## config.mk

```make
export PLATFORM = sky130hd
export DESIGN_NAME = vsls_ram
export DESIGN_NICKNAME = d
export VERILOG_FILES = /design/src/rtl/core/vsls_ram.sv
export SDC_FILE = /design/constraint.sdc
export NUM_CORES = 2
export LEC_CHECK = 0
export ABC_AREA = 1
export BUFFER_PORTS_ARGS = -buffer_cell sky130_fd_sc_hd__buf_2
export CAP_MARGIN = 5
export CORE_MARGIN = 4
export CORE_UTILIZATION = 50
export DETAILED_ROUTE_END_ITERATION = 12
export MAX_ROUTING_LAYER = met4
export PLACE_DENSITY = 0.73
export REMOVE_ABC_BUFFERS = 1
export SLEW_MARGIN = 15
export SYNTH_ARGS = -nofsm -noshare
export SYNTH_HDL_FRONTEND = slang
export SYNTH_SLANG_ARGS = --single-unit
```

## constraint.sdc

```tcl
create_clock -name i_clk -period 4.59 [get_ports i_clk]
set_input_delay 0.918 -clock i_clk [delete_from_list [all_inputs] [get_ports i_clk]]
set_output_delay 0.918 -clock i_clk [all_outputs]
set_load 0.05 [all_outputs]
```

## src/rtl/core/vsls_ram.sv

```systemverilog
// ----------------------------------------------------------------------------
// vsls_ram: generic single-port synchronous RAM
// One access per cycle, write or read; read data is registered and holds
// until the next read.
// ----------------------------------------------------------------------------
module vsls_ram #(
    parameter int WIDTH = 8,
    parameter int DEPTH = 256
) (
    input  logic                     i_clk,
    input  logic                     i_we,
    input  logic                     i_re,
    input  logic [$clog2(DEPTH)-1:0] i_addr,
    input  logic [WIDTH-1:0]         i_wdata,
    output logic [WIDTH-1:0]         o_rdata
);

    logic [WIDTH-1:0] r_mem [DEPTH];
    logic [WIDTH-1:0] r_rdata;

    // Write or read one entry
    always_ff @(posedge i_clk) begin
        if (i_we) begin
            r_mem[i_addr] <= i_wdata;
        end
        if (i_re) begin
            r_rdata <= r_mem[i_addr];
        end
    end

    assign o_rdata = r_rdata;

endmodule

```

==> results by group <==
Clock tree
  • Postcts setup bufs: 0
  • H-tree depth: 4
  • Clock Pin Slew Worst Setup and Hold Paths: 70 ps
  • Hold bufs inserted after CTS: 0
  • CTS tree: done
  • CTS Buffer Depth: 3
  • Post-CTS Resized: 0
  • TritonCTS buffer count: 199
  • Root buffer cell: clkbuf_16
  • Worst-skew pair later-pin latency: 840 ps
  • Clock sinks: 2056

Final layout
  • Fin area: 94000 um^2
  • Non-Filler Instances: 10300
  • Layout cells sized above 1: 5.64%
  • Layout Nets: 7994
  • Synth-to-Final Area Change: 10.6%

Pwr
  • Peak supply drop: 0.000345 V
  • Leakage: 37.1 nW
  • Switching share of total power: 22.2%
  • Gate power share: 5.8%
  • Clock share of power: 40.9%
  • Internal power: 30.3 mW
  • Net Switching: 8.64 mW
  • Pwr Density: 414 nW/um^2
  • Overall Power: 38.9 mW
  • Flop pwr share: 53.3%

Route
  • Via count: 57400
  • Drt total wl: 221 mm
  • Per-cell routed wire length: 21.4 um
  • Drt first pass iters: 8
  • Initial drt markers: 7428
  • DRC viols: 0
  • Routed vias/inst: 5.55
  • Antenna Violating Nets Remaining: 0

GRT
  • Grt met2 use: 39.5%
  • GRT busiest layer: met2
  • Total congestion overflow: 0
  • Vias in the first global route: 55200
  • Wire length of the first global-routing pass: 332 mm
  • Overall Global Routing Usage: 25.6%
  • Largest net degree at the start of global routing: 188
  • Grt met1 use: 33.4%
  • Initial antenna violation count: 7
  • GR Util met3: 4.61%

Floorplan
  • Starting Density: 50.6%
  • DIE HEIGHT: 420 um
  • Die width: 420 um
  • Die ar.: 177000 um^2
  • Core area: 168000 um^2
  • # rows: 150
  • IO Pins: 27

Hold path
  • Hold WC Path Type: in2reg
  • Hold path start: i_re
  • Worst hold path depth: 1
  • WHS Endpoint: o_rdata[3]$_DFFE_PP_

Setup path
  • Largest stage delay, worst path: 430 ps
  • Slowest cell on crit path: nor2_1
  • Crit path DAT: 3690 ps
  • Crit-path max FO: 187
  • CP Launch Type: input port
  • FF-to-FF setup slack: 2220 ps
  • CP Cell Sequence: buf_8 > inv_8 > buf_12 > nand2_1 > nand2_1 > nand2_1 > nand3_1 > nand2_1 > nand2_1 > o21ai_1 > nand2_1 > nor2_1 > nor2_1 > nor2_1 > nand2_1
  • Setup crit end kind: flip-flop
  • RR Startpoint: r_mem[178][4]$_DFFE_PP_
  • Worst r2r path cells: 12
  • Critical path's most frequent cell: nand2_1
  • Crit Reg-Reg Endpoint: o_rdata[4]$_DFFE_PP_
  • Kind of critical path: in2reg
  • WP data required: 5150 ps

STA
  • Setup skew after layout: 35.5 ps
  • Period Utilization, post-route: 68.0%
  • Final hold vios: 0
  • Final worst path period need: 3120 ps
  • Slew margin rel.: 16.9%
  • Final setup viols: 0
  • Tightest Pin Transition: 1240 ps
  • Max-slew violations: 0
  • RSZ-0062 raised after global routing: no
  • Final hold slack: 518 ps
  • Highest Clock Rate: 0.320 GHz

Flow run
  • Max-Cap Viols: 0

Yosys
  • Warnings from Yosys: 0
  • Synthesis-stage register bit count: 2056
  • Yosys cell types: 17
  • Sequential area share after synthesis: 72.7%
  • Avg Cell Area, Syn: 10.6 um^2
  • Mapped Area: 84900 um^2
  • Mapped Cells: 8021

Placement
  • GP Congestion: 0.905
  • DP Area: 87700 um^2
  • PortBufs: 26
  • Dpl hpwl: 126 mm
  • Placed Cells: 9978

Run status
  • Status: complete, no violations
==> through the flow <==
stage	TNS, ps	util, %	setup slack (ps)
after global routing	0	55.9	1380
after CTS	0	55.9	1630
final	0	55.9	1470
after detailed placement	0	52.2	734
after floorplan	-3343030	-	-3470
after global placement	0	52.2	721
==> cell usage after synthesis <==
library cell / number / area, um^2
buf_1: 52 / 195
nor2_8: 1 / 20.0
buf_4: 6 / 45.0
inv_1: 31 / 116
buf_2: 182 / 911
o21ai_0: 41 / 205
inv_2: 2 / 7.51
nand2_1: 4770 / 17900
clkbuf_1: 170 / 638
nand3_1: 188 / 941
edfxtp_1: 2056 / 61700
buf_6: 7 / 78.8
nand2_4: 1 / 11.3
o21ai_1: 119 / 596
inv_4: 2 / 12.5
a21oi_1: 32 / 160
nor2_1: 361 / 1360
==> per-layer routing <==
| layer | up-vias | routed length, um |
|---|---|---|
| met1 | 27400 | 84600 |
| met5 | - | 0 |
| li1 | 26300 | - |
| met3 | 559 | 22100 |
| met2 | 3157 | 104000 |
| met4 | 0 | 10500 |
==> critical path, delay by kind of cell <==
kind / cells / cell delay (ps)
AND/OR/NAND/NOR: 11 / 1580
buffers and inverters: 3 / 680
AO/OA/AOI/OAI: 1 / 170
==> kinds of logic (layout without fill, tap and decap cells) <==
| logic type | Yosys count | after routing | share of synthesized area [%] |
|---|---|---|---|
| buf+inv | 452 | 564 | 2.36 |
| compound gates | 192 | 192 | 1.13 |
| flops | 2056 | 2056 | 72.7 |
| simple gates | 5321 | 5321 | 23.8 |
| other cells | 0 | 5 | 0 |
==> final cells by class <==
type,count,area [um^2]
fillers,13400,74000
well taps,2204,2760
clock inverters,113,1020
repair buffers,170,1770
diodes,5,12.5
inverters,35,165
multi-input cells,5513,21200
clock buffers,246,5260
flip-flops and latches,2056,61700
==> registers in the layout, indices dropped and copies added (netlist names) <==
| signal | count |
|---|---|
| r_mem | 2048 |
| o_rdata | 8 |
==> power groups by stage <==
stage                     logic (mW)  registers (mW)  clock network (mW)
final                           2.25            20.7                15.9
after global routing            2.44            20.7                16.9
after CTS                       2.22            20.7                16.0
after detailed placement        2.21            21.1                   0
after global placement          2.17            21.1                   0
after floorplan                 1.13            21.1                   0
==> how the worst max path moves through the flow <==
stage                     slack, ps                    to  startpoint  cells after the start
after floorplan               -3470  o_rdata[0]$_DFFE_PP_   i_addr[0]                     13
after global placement          720  o_rdata[0]$_DFFE_PP_   i_addr[2]                     13
after detailed placement        730  o_rdata[3]$_DFFE_PP_   i_addr[0]                     16
after CTS                      1630  o_rdata[0]$_DFFE_PP_   i_addr[2]                     13
after global routing           1380  o_rdata[1]$_DFFE_PP_   i_addr[0]                     15
final                          1470  o_rdata[0]$_DFFE_PP_   i_addr[0]                     15
==> cells in the final DEF, fill, tap and decap left out, types with 37 or more instances in the layout <==
| cell type | instances |
|---|---|
| nand2_1 | 4768 |
| edfxtp_1 | 2056 |
| nor2_1 | 356 |
| clkbuf_16 | 204 |
| nand3_1 | 188 |
| o21ai_1 | 119 |
| buf_4 | 107 |
| clkinv_1 | 43 |
| clkbuf_1 | 42 |
| o21ai_0 | 41 |
| clkinv_2 | 37 |
| buf_12 | 37 |
No activity file was read; power rests on OpenSTA's default activity.
