**config.mk**
```make
export PLATFORM = sky130hd
export DESIGN_NAME = vsls_format
export DESIGN_NICKNAME = d
export VERILOG_FILES = /design/src/rtl/core/vsls_pkg.sv /design/src/rtl/core/vsls_format.sv
export SDC_FILE = /design/constraint.sdc
export NUM_CORES = 1
export LEC_CHECK = 0
export BUFFER_PORTS_ARGS = -buffer_cell sky130_fd_sc_hd__buf_4
export CORE_AREA = 3 3 163 165
export DETAILED_ROUTE_END_ITERATION = 6
export DIE_AREA = 0 0 166 168
export PLACE_DENSITY = 0.74
export RECOVER_POWER = 100
export SYNTH_ARGS = -nofsm -noshare
export SYNTH_HDL_FRONTEND = slang
export SYNTH_SLANG_ARGS = --single-unit
```
**constraint.sdc**
```tcl
create_clock -name vclk -period 3.6
set_input_delay 0.54 -clock vclk [all_inputs]
set_output_delay 0.54 -clock vclk [all_outputs]
set_load 0.1 [all_outputs]
```
**src/rtl/core/vsls_pkg.sv**
```systemverilog
// ----------------------------------------------------------------------------
// vsls_pkg: shared types and constants of the vector/scalar load-store unit
// Memory geometry, access codes, bank command and pipeline stage records,
// and the byte-select helpers used by the issue and format logic.
// ----------------------------------------------------------------------------
package vsls_pkg;

    // Memory geometry: data memory is split into 16 byte-wide banks
    localparam int MEM_BYTES = 4096;
    localparam int ADDR_W    = $clog2(MEM_BYTES);
    localparam int NUM_BANKS = 16;
    localparam int OFS_W     = $clog2(NUM_BANKS);
    localparam int ROWS      = MEM_BYTES / NUM_BANKS;
    localparam int ROW_W     = ADDR_W - OFS_W;

    // Request and result field widths
    localparam int ACT_W     = 4;
    localparam int IN_ADDR_W = 12;
    localparam int WORD_W    = 32;
    localparam int HALF_W    = 64;
    localparam int VEC_W     = 2 * HALF_W;
    localparam int VEC_BYTES = VEC_W / 8;

    // Access codes
    typedef enum logic [ACT_W-1:0] {
        ACT_LB  = 4'd0,
        ACT_LBU = 4'd1,
        ACT_LH  = 4'd2,
        ACT_LHU = 4'd3,
        ACT_LW  = 4'd4,
        ACT_SB  = 4'd5,
        ACT_SH  = 4'd6,
        ACT_SW  = 4'd7,
        ACT_LQV = 4'd8,
        ACT_LRV = 4'd9,
        ACT_SQV = 4'd10
    } t_action;

    // Command to one byte bank
    typedef struct packed {
        logic             we;
        logic             re;
        logic [ROW_W-1:0] row;
        logic [7:0]       wdata;
    } t_bank_cmd;

    // Request held while the banks return read data
    typedef struct packed {
        t_action          action;
        logic [OFS_W-1:0] ofs;
        logic             mis;
        logic [VEC_W-1:0] vector;
    } t_stage;

    // Pick register byte idx; byte 0 sits in the top bits
    function automatic logic [7:0] vec_byte(logic [VEC_W-1:0] v, logic [OFS_W-1:0] idx);
        return v[(VEC_BYTES - 1 - int'(idx)) * 8 +: 8];
    endfunction

    // Pick scalar byte idx of a big-endian word
    function automatic logic [7:0] word_byte(logic [WORD_W-1:0] d, logic [1:0] idx);
        return d[(3 - int'(idx)) * 8 +: 8];
    endfunction

endpackage

```
**src/rtl/core/vsls_format.sv**
```systemverilog
// ----------------------------------------------------------------------------
// vsls_format: result assembly
// Turns the 16 bank read bytes of a held request into the scalar load
// value (sign or zero extended) and the merged vector register.
// ----------------------------------------------------------------------------
module vsls_format (
    input  vsls_pkg::t_stage                              i_stage,
    input  logic [vsls_pkg::NUM_BANKS-1:0][7:0]           i_rdata,
    output logic [vsls_pkg::WORD_W-1:0]                   o_load_data,
    output logic [vsls_pkg::VEC_W-1:0]                    o_vector,
    output logic                                          o_mis
);
    import vsls_pkg::*;

    logic [7:0] b0, b1, b2, b3;

    // Gather scalar bytes starting at the offset bank, wrapping across banks
    assign b0 = i_rdata[i_stage.ofs];
    assign b1 = i_rdata[i_stage.ofs + OFS_W'(1)];
    assign b2 = i_rdata[i_stage.ofs + OFS_W'(2)];
    assign b3 = i_rdata[i_stage.ofs + OFS_W'(3)];

    // Extend the scalar load value
    always_comb begin
        unique case (i_stage.action)
            ACT_LB:  o_load_data = {{24{b0[7]}}, b0};
            ACT_LBU: o_load_data = {24'h000000, b0};
            ACT_LH:  o_load_data = {{16{b0[7]}}, b0, b1};
            ACT_LHU: o_load_data = {16'h0000, b0, b1};
            ACT_LW:  o_load_data = {b0, b1, b2, b3};
            default: o_load_data = '0;
        endcase
    end

    // Merge memory bytes into the old register: quad loads take the bytes
    // from the offset to the block end, rest loads the bytes before it
    always_comb begin : vec_merge
        logic [OFS_W:0] sum;
        logic           take;
        logic           is_vload;
        is_vload = (i_stage.action == ACT_LQV) || (i_stage.action == ACT_LRV);
        o_vector = '0;
        for (int j = 0; j < VEC_BYTES; j++) begin
            sum  = (OFS_W+1)'(j) + {1'b0, i_stage.ofs};
            take = !i_stage.mis &&
                   (((i_stage.action == ACT_LQV) && !sum[OFS_W]) ||
                    ((i_stage.action == ACT_LRV) &&  sum[OFS_W]));
            if (is_vload) begin
                o_vector[(VEC_BYTES - 1 - j) * 8 +: 8] =
                    take ? i_rdata[sum[OFS_W-1:0]] : vec_byte(i_stage.vector, OFS_W'(j));
            end
        end
    end

    assign o_mis = i_stage.mis;

endmodule

```
==> impl_metrics.env <==
export IMPL_period_needed_ns=3.59
export IMPL_slowest_delay_ns=0.56
export IMPL_synth_top_area_share_pct=36.6
export IMPL_grt_pass1_wl_um=73400
export IMPL_port_buffers=426
export IMPL_cp_depth=9
export IMPL_synthCells=1022
export IMPL_antenna_found_initial=3
export IMPL_rows=58
export IMPL_yosysWarnings=0
export IMPL_crit_required_ns=3.06
export IMPL_dieArea_mm2=0.0279
export IMPL_crit_type="primary input to output port"
export IMPL_fp_dieW_um=166
export IMPL_synth_distinct_cells=43
export IMPL_nNetsFinal=1754
export IMPL_yosysTopAreaCell="mux4_2"
export IMPL_syn_nets=1299
export IMPL_cap_violations=0
export IMPL_vias=11683
export IMPL_hold_violations=0
export IMPL_ir_drop_uv=106
export IMPL_hpwlAfterDp_um=42900
export IMPL_dr_pass1_iters=6
export IMPL_min_path_cells=4
export IMPL_cts_hold_buf=0
export IMPL_grt_max_degree=70
export IMPL_ant_nets=0
export IMPL_end_kind="output port"
export IMPL_avgSynthCellArea_um2=9.21
export IMPL_clockBufferCount=0
export IMPL_design_seq_count=0
export IMPL_core_area_mm2=0.0252
export IMPL_die_y_um=168
export IMPL_drcViolationCount=0
export IMPL_syn_area_mm2=0.00942
export IMPL_dpl_cell_count=1804
export IMPL_regArea_um2=0
export IMPL_drive_above_1_share_pct=54.9
export IMPL_netlist_top_cells_count="nand2_1 (235), mux2i_1 (213), mux4_2 (153), a32o_1 (57), nor2_1 (41)"
export IMPL_start_util_pct=37.4
export IMPL_cp_arrival_ns=3.05
export IMPL_hp_class="primary input to output port"
export IMPL_timing_final_crit_share_pct=99.8
export IMPL_yosys_top_cells_area="mux4_2 (37%), mux2i_1 (23%), nand2_1 (9.4%)"
export IMPL_status="finished clean"
export IMPL_gr_total_overflow=0
export IMPL_worstPathMaxFanout=32
export IMPL_ios=426
export IMPL_worstMarginPinSlew_ns=1.16
export IMPL_powerDensity_mw_per_mm2=228
export IMPL_fin_ws_ns=0.00565
export IMPL_crit_chain="buf_6 > inv_4 > ha_4 > buf_12 > mux4_2 > mux4_2 > a22o_1 > a21o_4 > buf_4"
export IMPL_cpLargestDelayFamily="multiplexers"
export IMPL_wl_per_cell_um=28.0
export IMPL_finalPower_w=0.00316
export IMPL_synth_most_common_cell="nand2_1"
export IMPL_tns_ns=0
export IMPL_p_leak_nw=6.51
export IMPL_gp_congestion=1.07
export IMPL_wl_um=50700
export IMPL_rsz0062_at_grt="true"
export IMPL_setup_violations_final=0
export IMPL_grt_pass1_vias=11271
export IMPL_slowest_stage="mux4_2"
export IMPL_cpMostUsedCell="mux4_2"
export IMPL_area_growth_syn_to_layout_pct=47.4
export IMPL_ys_seq_area_share_pct=0
export IMPL_start_kind="primary input"
export IMPL_cp_num_buf_inv=4
export IMPL_via_per_inst=6.46
export IMPL_slew_headroom_pct=23.3
export IMPL_max_freq_mhz=278
export IMPL_slew_viol_final=0
export IMPL_fin_cells=1808
export IMPL_drt_iter0_markers=1785
export IMPL_dp_slack_ns=-0.0740
export IMPL_grt_total_usage_pct=34.0
export IMPL_final_core_util_pct=55.1
## cell type report
type | count | area [um^2]
fill | 2339 | 11300
tap | 330 | 413
multi-input combinational | 921 | 9170
timing repair buffer | 545 | 4240
inverter | 9 | 48.8
antenna | 3 | 7.51
## worst min-delay path: stages
cell     delay, ns
buf_4         0.11
nand2_1       0.06
o21ai_2       0.05
buf_4         0.22
## kinds of logic (layout without fill, tap and decap cells)
group,Yosys count,after routing,share of synthesized area (%)
buffers and inverters,101,554,6.31
other,0,3,0
AO/OA/AOI/OAI,199,199,16.1
multiplexers,366,366,59.2
adder cells (fa/ha/maj),12,12,1.59
XOR/XNOR,28,28,3.24
AND/OR/NAND/NOR,316,316,13.5
## path summary, 6_finish.rpt
path / from / end
worst max-delay path: i_stage[130] / o_load_data[1]
worst min-delay path: i_stage[28] / o_vector[28]
## placed cells by master, fill, tap and decap left out, types with 3 or more instances in the layout
cell	instances
nor3_1	3
xor2_1	6
buf_6	4
nand2_2	11
o21ai_0	14
a32o_1	43
nor2_2	8
o21a_1	5
mux4_2	153
nand2_1	224
a21oi_1	19
a22o_1	16
a21o_4	4
mux2i_2	6
inv_1	5
o21ai_1	5
xnor2_1	17
o211ai_1	14
ha_1	10
a21oi_2	12
buf_4	521
a22o_2	19
a32o_2	12
mux2i_1	207
a22oi_1	8
diode_2	3
o21ai_2	16
a21oi_4	3
nand3_1	22
nor2_1	33
buf_12	11
clkbuf_2	7
## where the power goes
part | leakage (nW) | total [W] | switching [W] | internal (W)
Combinational | 6.51 | 0.00316 | 0.00194 | 0.00122
Clock | 0.0000190 | 0.000000000112 | 0 | 0.000000000112
Sequential | 0 | 0 | 0 | 0
## timing repair
item | CTS | global route
buffers inserted | 0 | 1
setup endpoints to repair | 2 | 19
pin swaps | 0 | 1
resized for setup | 1 | 12
## per-layer routing
metal / up-vias / global-route usage, % / wire [um]
met4: 2 / 13.6 / 2450
met5: - / 0 / 13
li1: 4995 / - / -
met2: 898 / 56.6 / 24000
met1: 5662 / 43.2 / 18400
met3: 126 / 7.30 / 5820
## stage by stage
step	instance area (um^2)	hold slack (ns)
6_report	13900	1.52
4_1_cts	13800	1.52
5_1_grt	13900	1.53
3_5_place_dp	13800	1.51
3_3_place_gp	13800	1.51
2_1_floorplan	9840	1.29
Note: power is estimated with default switching activity, not from simulation.
