**src/rtl/core/vsls_pkg.sv**
```systemverilog
// ----------------------------------------------------------------------------
// vsls_pkg: shared types and constants of the vector/scalar load-store unit
// Memory geometry, access codes, bank command and pipeline stage records,
// and the byte-select helpers used by the issue and format logic.
// ----------------------------------------------------------------------------
package vsls_pkg;

    // Memory geometry: data memory is split into 16 byte-wide banks
    localparam int MEM_BYTES = 4096;
    localparam int ADDR_W    = $clog2(MEM_BYTES);
    localparam int NUM_BANKS = 16;
    localparam int OFS_W     = $clog2(NUM_BANKS);
    localparam int ROWS      = MEM_BYTES / NUM_BANKS;
    localparam int ROW_W     = ADDR_W - OFS_W;

    // Request and result field widths
    localparam int ACT_W     = 4;
    localparam int IN_ADDR_W = 12;
    localparam int WORD_W    = 32;
    localparam int HALF_W    = 64;
    localparam int VEC_W     = 2 * HALF_W;
    localparam int VEC_BYTES = VEC_W / 8;

    // Access codes
    typedef enum logic [ACT_W-1:0] {
        ACT_LB  = 4'd0,
        ACT_LBU = 4'd1,
        ACT_LH  = 4'd2,
        ACT_LHU = 4'd3,
        ACT_LW  = 4'd4,
        ACT_SB  = 4'd5,
        ACT_SH  = 4'd6,
        ACT_SW  = 4'd7,
        ACT_LQV = 4'd8,
        ACT_LRV = 4'd9,
        ACT_SQV = 4'd10
    } t_action;

    // Command to one byte bank
    typedef struct packed {
        logic             we;
        logic             re;
        logic [ROW_W-1:0] row;
        logic [7:0]       wdata;
    } t_bank_cmd;

    // Request held while the banks return read data
    typedef struct packed {
        t_action          action;
        logic [OFS_W-1:0] ofs;
        logic             mis;
        logic [VEC_W-1:0] vector;
    } t_stage;

    // Pick register byte idx; byte 0 sits in the top bits
    function automatic logic [7:0] vec_byte(logic [VEC_W-1:0] v, logic [OFS_W-1:0] idx);
        return v[(VEC_BYTES - 1 - int'(idx)) * 8 +: 8];
    endfunction

    // Pick scalar byte idx of a big-endian word
    function automatic logic [7:0] word_byte(logic [WORD_W-1:0] d, logic [1:0] idx);
        return d[(3 - int'(idx)) * 8 +: 8];
    endfunction

endpackage

```
**src/rtl/core/vsls_issue.sv**
```systemverilog
// ----------------------------------------------------------------------------
// vsls_issue: bank command generation
// Maps one request onto the 16 byte banks: row per bank (scalar accesses
// carry into the next row and wrap at the end of memory), read enables for
// loads and per-byte write enables and data for stores.
// ----------------------------------------------------------------------------
module vsls_issue (
    input  logic                                          i_accept,
    input  vsls_pkg::t_action                             i_action,
    input  logic [vsls_pkg::ADDR_W-1:0]                   i_addr,
    input  logic [vsls_pkg::WORD_W-1:0]                   i_store_data,
    input  logic [vsls_pkg::VEC_W-1:0]                    i_vector,
    output vsls_pkg::t_bank_cmd [vsls_pkg::NUM_BANKS-1:0] o_cmd
);
    import vsls_pkg::*;

    logic [OFS_W-1:0] ofs;
    logic [ROW_W-1:0] row0;
    logic             is_scalar;
    logic             is_load;
    logic             vec_ok;

    // Split the address into row and byte offset
    assign ofs  = i_addr[OFS_W-1:0];
    assign row0 = i_addr[ADDR_W-1:OFS_W];

    // Classify the request
    assign is_scalar = (i_action == ACT_LB) || (i_action == ACT_LBU) ||
                       (i_action == ACT_LH) || (i_action == ACT_LHU) ||
                       (i_action == ACT_LW) || (i_action == ACT_SB)  ||
                       (i_action == ACT_SH) || (i_action == ACT_SW);
    assign is_load   = (i_action == ACT_LB)  || (i_action == ACT_LBU) ||
                       (i_action == ACT_LH)  || (i_action == ACT_LHU) ||
                       (i_action == ACT_LW)  || (i_action == ACT_LQV) ||
                       (i_action == ACT_LRV);
    assign vec_ok    = !i_addr[0];

    // Build one command per bank
    always_comb begin : bank_cmd
        logic [OFS_W-1:0] k;
        logic             wrap;
        for (int b = 0; b < NUM_BANKS; b++) begin
            k    = OFS_W'(b) - ofs;
            wrap = OFS_W'(b) < ofs;
            o_cmd[b].row   = row0 + ROW_W'(is_scalar && wrap);
            o_cmd[b].re    = i_accept && is_load;
            o_cmd[b].we    = 1'b0;
            o_cmd[b].wdata = 8'h00;
            unique case (i_action)
                ACT_SB: begin
                    o_cmd[b].we    = i_accept && (k == OFS_W'(0));
                    o_cmd[b].wdata = i_store_data[7:0];
                end
                ACT_SH: begin
                    o_cmd[b].we    = i_accept && (k < OFS_W'(2));
                    o_cmd[b].wdata = word_byte(i_store_data, 2'(k) + 2'd2);
                end
                ACT_SW: begin
                    o_cmd[b].we    = i_accept && (k < OFS_W'(4));
                    o_cmd[b].wdata = word_byte(i_store_data, 2'(k));
                end
                ACT_SQV: begin
                    o_cmd[b].we    = i_accept && vec_ok && !wrap;
                    o_cmd[b].wdata = vec_byte(i_vector, k);
                end
                default: begin
                end
            endcase
        end
    end

endmodule

```
**config.mk**
```make
export PLATFORM = sky130hd
export DESIGN_NAME = vsls_issue
export DESIGN_NICKNAME = d
export VERILOG_FILES = /design/src/rtl/core/vsls_pkg.sv /design/src/rtl/core/vsls_issue.sv
export SDC_FILE = /design/constraint.sdc
export NUM_CORES = 1
export LEC_CHECK = 0
export BUFFER_PORTS_ARGS = -buffer_cell sky130_fd_sc_hd__buf_2
export CAP_MARGIN = 10
export CORE_AREA = 2 2 179 181
export DETAILED_ROUTE_END_ITERATION = 7
export DIE_AREA = 0 0 181 183
export PLACE_DENSITY = 0.75
export SYNTH_ARGS = -nofsm -noshare
export SYNTH_HDL_FRONTEND = slang
export SYNTH_SLANG_ARGS = --single-unit
```
**constraint.sdc**
```tcl
create_clock -name vclk -period 3.7
set_clock_uncertainty 0.15 [all_clocks]
set_input_delay 0.74 -clock vclk [all_inputs]
set_output_delay 0.74 -clock vclk [all_outputs]
set_load 0.005 [all_outputs]
```
==> results.py, run 1 <==
metrics = {
    "status": {
        "status": "complete, no violations",
    },
    "synth": {
        "syn-cell-area_sq_um": 11500,
        "ys_types": 53,
        "synth_top_area_cell": "mux4_2",
        "syn_area_per_cell_sq_um": 8.93,
        "synth.yosys.seq_area_share_pct": 0,
        "postSynthCellCount": 1284,
        "ys_warn_count": 0,
        "synth_nets": 1508,
        "synth_top_cell_area_share_pct": 37.3,
        "synth.area.top_cells": "mux4_2 37%, mux2i_1 13%, nand2_1 12%",
    },
    "finish": {
        "fill_cells": 3027,
        "layout_common_cells": "462 x buf_2, 364 x nand2_1, 190 x mux4_2",
        "nFlopsAndLatches": 0,
        "multi_input_area_sq_um": 10700,
        "stdcell_count": 2151,
        "post-route-cell-area_sq_um": 15100,
        "final_common_cell": "buf_2",
        "fin_util_pct": 48.5,
        "nClkBuffers": 0,
        "drive_gt1_share_pct": 48.8,
        "nets": 1963,
        "seqCellArea_sq_um": 0,
        "area_growth_pct": 32.1,
    },
    "worst_setup_path": {
        "worstPathCellList": "buf_6, buf_16, buf_12, mux2i_1, nand2_1, a31oi_1, buf_4, o21ai_0, buf_2",
        "end_kind": "output pin",
        "path_max_fanout": 34,
        "worstSetupStartpointType": "primary input",
        "crit_slowest_cell": "mux2i_1",
        "worstPathRequired_ns": 2.81,
        "crit_path_start": "i_addr[0]",
        "critical_path_class": "in2out",
        "arrival_ns": 2.78,
        "crit_family": "buffers and inverters",
        "crit_buf_inv": 5,
        "max_stage_delay_ns": 0.37,
    },
    "placement": {
        "gp_congestion": 1.01,
        "io_buffers": 465,
        "dp_cells": 2125,
        "dp_hpwl_mm": 44.0,
        "postPlaceCellArea_sq_um": 14700,
    },
    "floorplanning": {
        "fp.dieW_microns": 181,
        "design.die.area_sq_um": 33100,
        "core_area_sq_um": 31200,
        "initial_core_util_pct": 36.7,
        "fp-row-count": 65,
        "die_h_microns": 183,
        "pin_count": 465,
    },
    "global_route": {
        "antenna_found_initial": 12,
        "grt_pass1_wl_mm": 78.8,
        "grt_pass1_vias": 12472,
        "gr-usage-all-layers_pct": 30.9,
        "overflow": 0,
        "grt_max_degree": 66,
    },
    "power": {
        "leakagePower_nw": 7.15,
        "p_per_area_nw_per_um2": 163,
        "finalPower_w": 0.00247,
        "peakVddDrop_mv": 0.0732,
    },
    "timing": {
        "slew_violations": 0,
        "setup_tns_ns": 0,
        "setup_viol": 0,
        "post-route-period-util_pct": 99.1,
        "fin_crit_ns": 3.67,
        "worstMarginPinSlew_ns": 0.865,
        "timing.fmax_mhz": 273,
        "hold_viol": 0,
        "rsz0062_at_grt": "yes",
        "relSlewSlack_pct": 42.3,
    },
    "run": {
        "drv_cap": 0,
    },
    "routing": {
        "wire_per_inst_microns": 25.8,
        "vias_per_cell": 6.28,
        "met2WireLength_mm": 26.2,
        "top_layer": "met4",
        "drc": 0,
        "totalWireLength_mm": 55.4,
        "wl_met1_mm": 21.1,
        "met3_length_mm": 6.40,
        "firstDrtPassIters": 6,
        "drt_iter0_markers": 1439,
        "antenna_left": 0,
        "vias": 13511,
    },
    "clock_network": {
        "cts.hold.buffers_added": 0,
    },
    "min_path": {
        "hold_path.class": "in2out",
        "worstHoldStart": "i_addr[9]",
    },
}
## path summary, 6_finish.rpt
check / to / slack (ns) / cells after the start
max: o_cmd[132] / 0.03 / 9
min: o_cmd[283] / 1.67 / 2
## logic make-up after synthesis
logic type / Yosys count / synth area share [%]
simple gates: 414 / 14.6
fa+ha+maj: 47 / 5.13
buf+inv: 162 / 7.90
compound gates: 202 / 11.6
mux: 352 / 51.9
xor+xnor: 107 / 8.93
## stage by stage
step           worst slack [ns]  hold slack (ns)
5_1_grt                 -0.0532             1.69
4_1_cts                 -0.0128             1.67
3_3_place_gp             -0.126             1.67
3_5_place_dp             -0.147             1.67
6_report                 0.0323             1.67
2_1_floorplan            0.0186             1.41
## cell usage after synthesis, types with 7 or more instances
library cell,instances
buf_1,13
mux2i_1,144
mux2_2,16
mux4_2,190
a31oi_1,32
o221ai_1,48
a22oi_1,16
buf_4,39
xnor2_1,84
xor2_1,16
clkbuf_1,33
ha_1,47
o21ai_0,71
buf_6,11
a21oi_1,13
nand2_1,365
inv_1,7
nor2_1,9
and2_1,12
buf_2,54
## where the power goes
group                total, W  switching (W)     internal, W
clock          0.000000000435              0  0.000000000435
sequential                  0              0               0
combinational         0.00247        0.00132         0.00115
total                 0.00247        0.00132         0.00115
## layer usage
| layer | global-route usage, % | up-vias |
|---|---|---|
| li1 | - | 5799 |
| met1 | 41.2 | 6575 |
| met2 | 51.6 | 1031 |
| met3 | 5.98 | 106 |
| met4 | 8.52 | 0 |
| met5 | 0 | - |
## area by class of cell
cell class	count	area share, %
multi-input combinational	1122	70.8
timing repair buffer	604	25.4
antenna	12	0.198
tap	402	3.32
inverter	11	0.273
## timing repair
action                                  4_1_cts  5_1_grt
pin swaps                                     1        2
resized for setup                             9       31
cloned                                        0        5
setup buffers                                 0        9
endpoints found under the setup margin       25       55
No activity file was read; power rests on OpenSTA's default activity.
==> run 2: changes to the inputs <==
==> constraint.sdc (replaced) <==
create_clock -name vclk -period 3
set_clock_uncertainty 0.15 [all_clocks]
set_input_delay 0.15 -clock vclk [all_inputs]
set_output_delay 0.15 -clock vclk [all_outputs]
set_load 0.005 [all_outputs]
==> run 2 against run 1 <==
Compared with the run above:
- die area unchanged
- critical path depth is 1 lower
- sequential share of layout area stayed put
- worst hold slack worse by 1.2 ns
- first-iteration DRC count is 2.8% lower
- combinational power is 11% higher
- via count decreased by 3.2%
- flip-flop and latch count unchanged
- highest routed layer is now met5
- cell count down 4.4%
- cell area fell by 7.6%
==> results.py, run 2 (synthesis results as in run 1) <==
metrics = {
    "finish": {
        "nets": 1874,
        "layout_common_cells": "462 x buf_2, 365 x nand2_1, 190 x mux4_2",
        "nClkBuffers": 0,
        "seqCellArea_sq_um": 0,
        "drive_gt1_share_pct": 44.7,
        "nFlopsAndLatches": 0,
        "area_growth_pct": 22.0,
        "fill_cells": 3093,
        "final_common_cell": "buf_2",
    },
    "worst_setup_path": {
        "worstPathRequired_ns": 2.70,
        "arrival_ns": 2.44,
        "critical_path_class": "in2out",
        "path_max_fanout": 16,
        "worstSetupStartpointType": "primary input",
        "end_kind": "output pin",
    },
    "timing": {
        "hold_viol": 0,
        "relSlewSlack_pct": 21.6,
        "post-route-period-util_pct": 91.3,
        "timing.fmax_mhz": 365,
        "rsz0062_at_grt": "no",
        "whs_ns": 0.496,
        "setup_viol": 0,
        "setup_tns_ns": 0,
        "slew_violations": 0,
        "worstMarginPinSlew_ns": 1.17,
        "fin_crit_ns": 2.74,
    },
    "clock_network": {
        "cts.hold.buffers_added": 0,
        "cts_resized": 0,
        "postCtsSetupRepairBufs": 0,
    },
    "routing": {
        "drt_iter0_markers": 1399,
        "wire_per_inst_microns": 25.5,
        "antenna_left": 0,
        "drc": 0,
        "vias_per_cell": 6.36,
        "totalWireLength_mm": 52.3,
        "vias": 13080,
        "firstDrtPassIters": 6,
    },
    "floorplanning": {
        "die_h_microns": 183,
        "pin_count": 465,
        "core_area_sq_um": 31200,
        "initial_core_util_pct": 36.7,
        "fp.dieW_microns": 181,
        "design.die.area_sq_um": 33100,
        "fp-row-count": 65,
    },
    "placement": {
        "gp_congestion": 1.00,
        "dp_hpwl_mm": 42.3,
        "io_buffers": 465,
    },
    "global_route": {
        "grt_pass1_wl_mm": 76.2,
        "grt_pass1_vias": 11953,
        "antenna_found_initial": 7,
        "grt_max_degree": 109,
        "overflow": 0,
        "gr-usage-all-layers_pct": 29.8,
    },
    "status": {
        "status": "complete, no violations",
    },
    "min_path": {
        "hold_path.class": "in2out",
    },
    "run": {
        "drv_cap": 0,
    },
    "power": {
        "peakVddDrop_mv": 0.0888,
        "leakagePower_nw": 6.59,
        "p_per_area_nw_per_um2": 196,
    },
}
run 2: changes by cell type in the layout (fill, tap and decap cells not counted), sizes merged:
cell,delta
buf,-84
diode,-6
clkbuf,-5
run 2: path summary, 6_finish.rpt:
kind	cells past startpoint	slack (ns)	start	to
hold / removal	2	0.50	i_addr[7]	o_cmd[281]
setup / recovery	8	0.26	i_addr[2]	o_cmd[185]
run 2: layer usage:
metal  up-vias  wire [microns]  track usage [%]
met5         -               9                0
met2       983           24800             50.2
met3       100            6660             7.13
met1      6379           19200             39.0
li1       5616               -                -
met4         2            1640             6.86
run 2: cell type report:
cell class | count | area, sq um | area share, %
well taps | 402 | 503 | 3.60
repair buffers | 515 | 2840 | 20.3
multi-input cells | 1122 | 10600 | 75.7
inverters | 11 | 41.3 | 0.295
diodes | 6 | 15.0 | 0.107
run 2: worst max-delay path: stages:
cell      delay, ns
buf_4          0.19
inv_1          0.20
ha_2           0.29
a21oi_1        0.07
xnor2_1        0.37
nand2_1        0.46
o221ai_1       0.50
buf_2          0.20
run 2: power by group:
part / switching, W / internal, W / total (W)
Clock: 0 / 0.000000000268 / 0.000000000268
Combinational: 0.00151 / 0.00123 / 0.00274
Sequential: 0 / 0 / 0
Total: 0.00151 / 0.00123 / 0.00274
run 2: through the flow:
stage	utilization (%)	cells	total power (W)	setup WS [ns]	cell area [sq um]
floorplan	-	1284	0.00170	0.280	11500
global placement	44.7	2048	0.00262	0.160	14000
detailed placement	44.7	2048	0.00267	0.0360	14000
CTS	44.7	2048	0.00268	0.0394	14000
global route	44.8	2056	0.00290	0.0759	14000
finish	44.8	2056	0.00274	0.260	14000
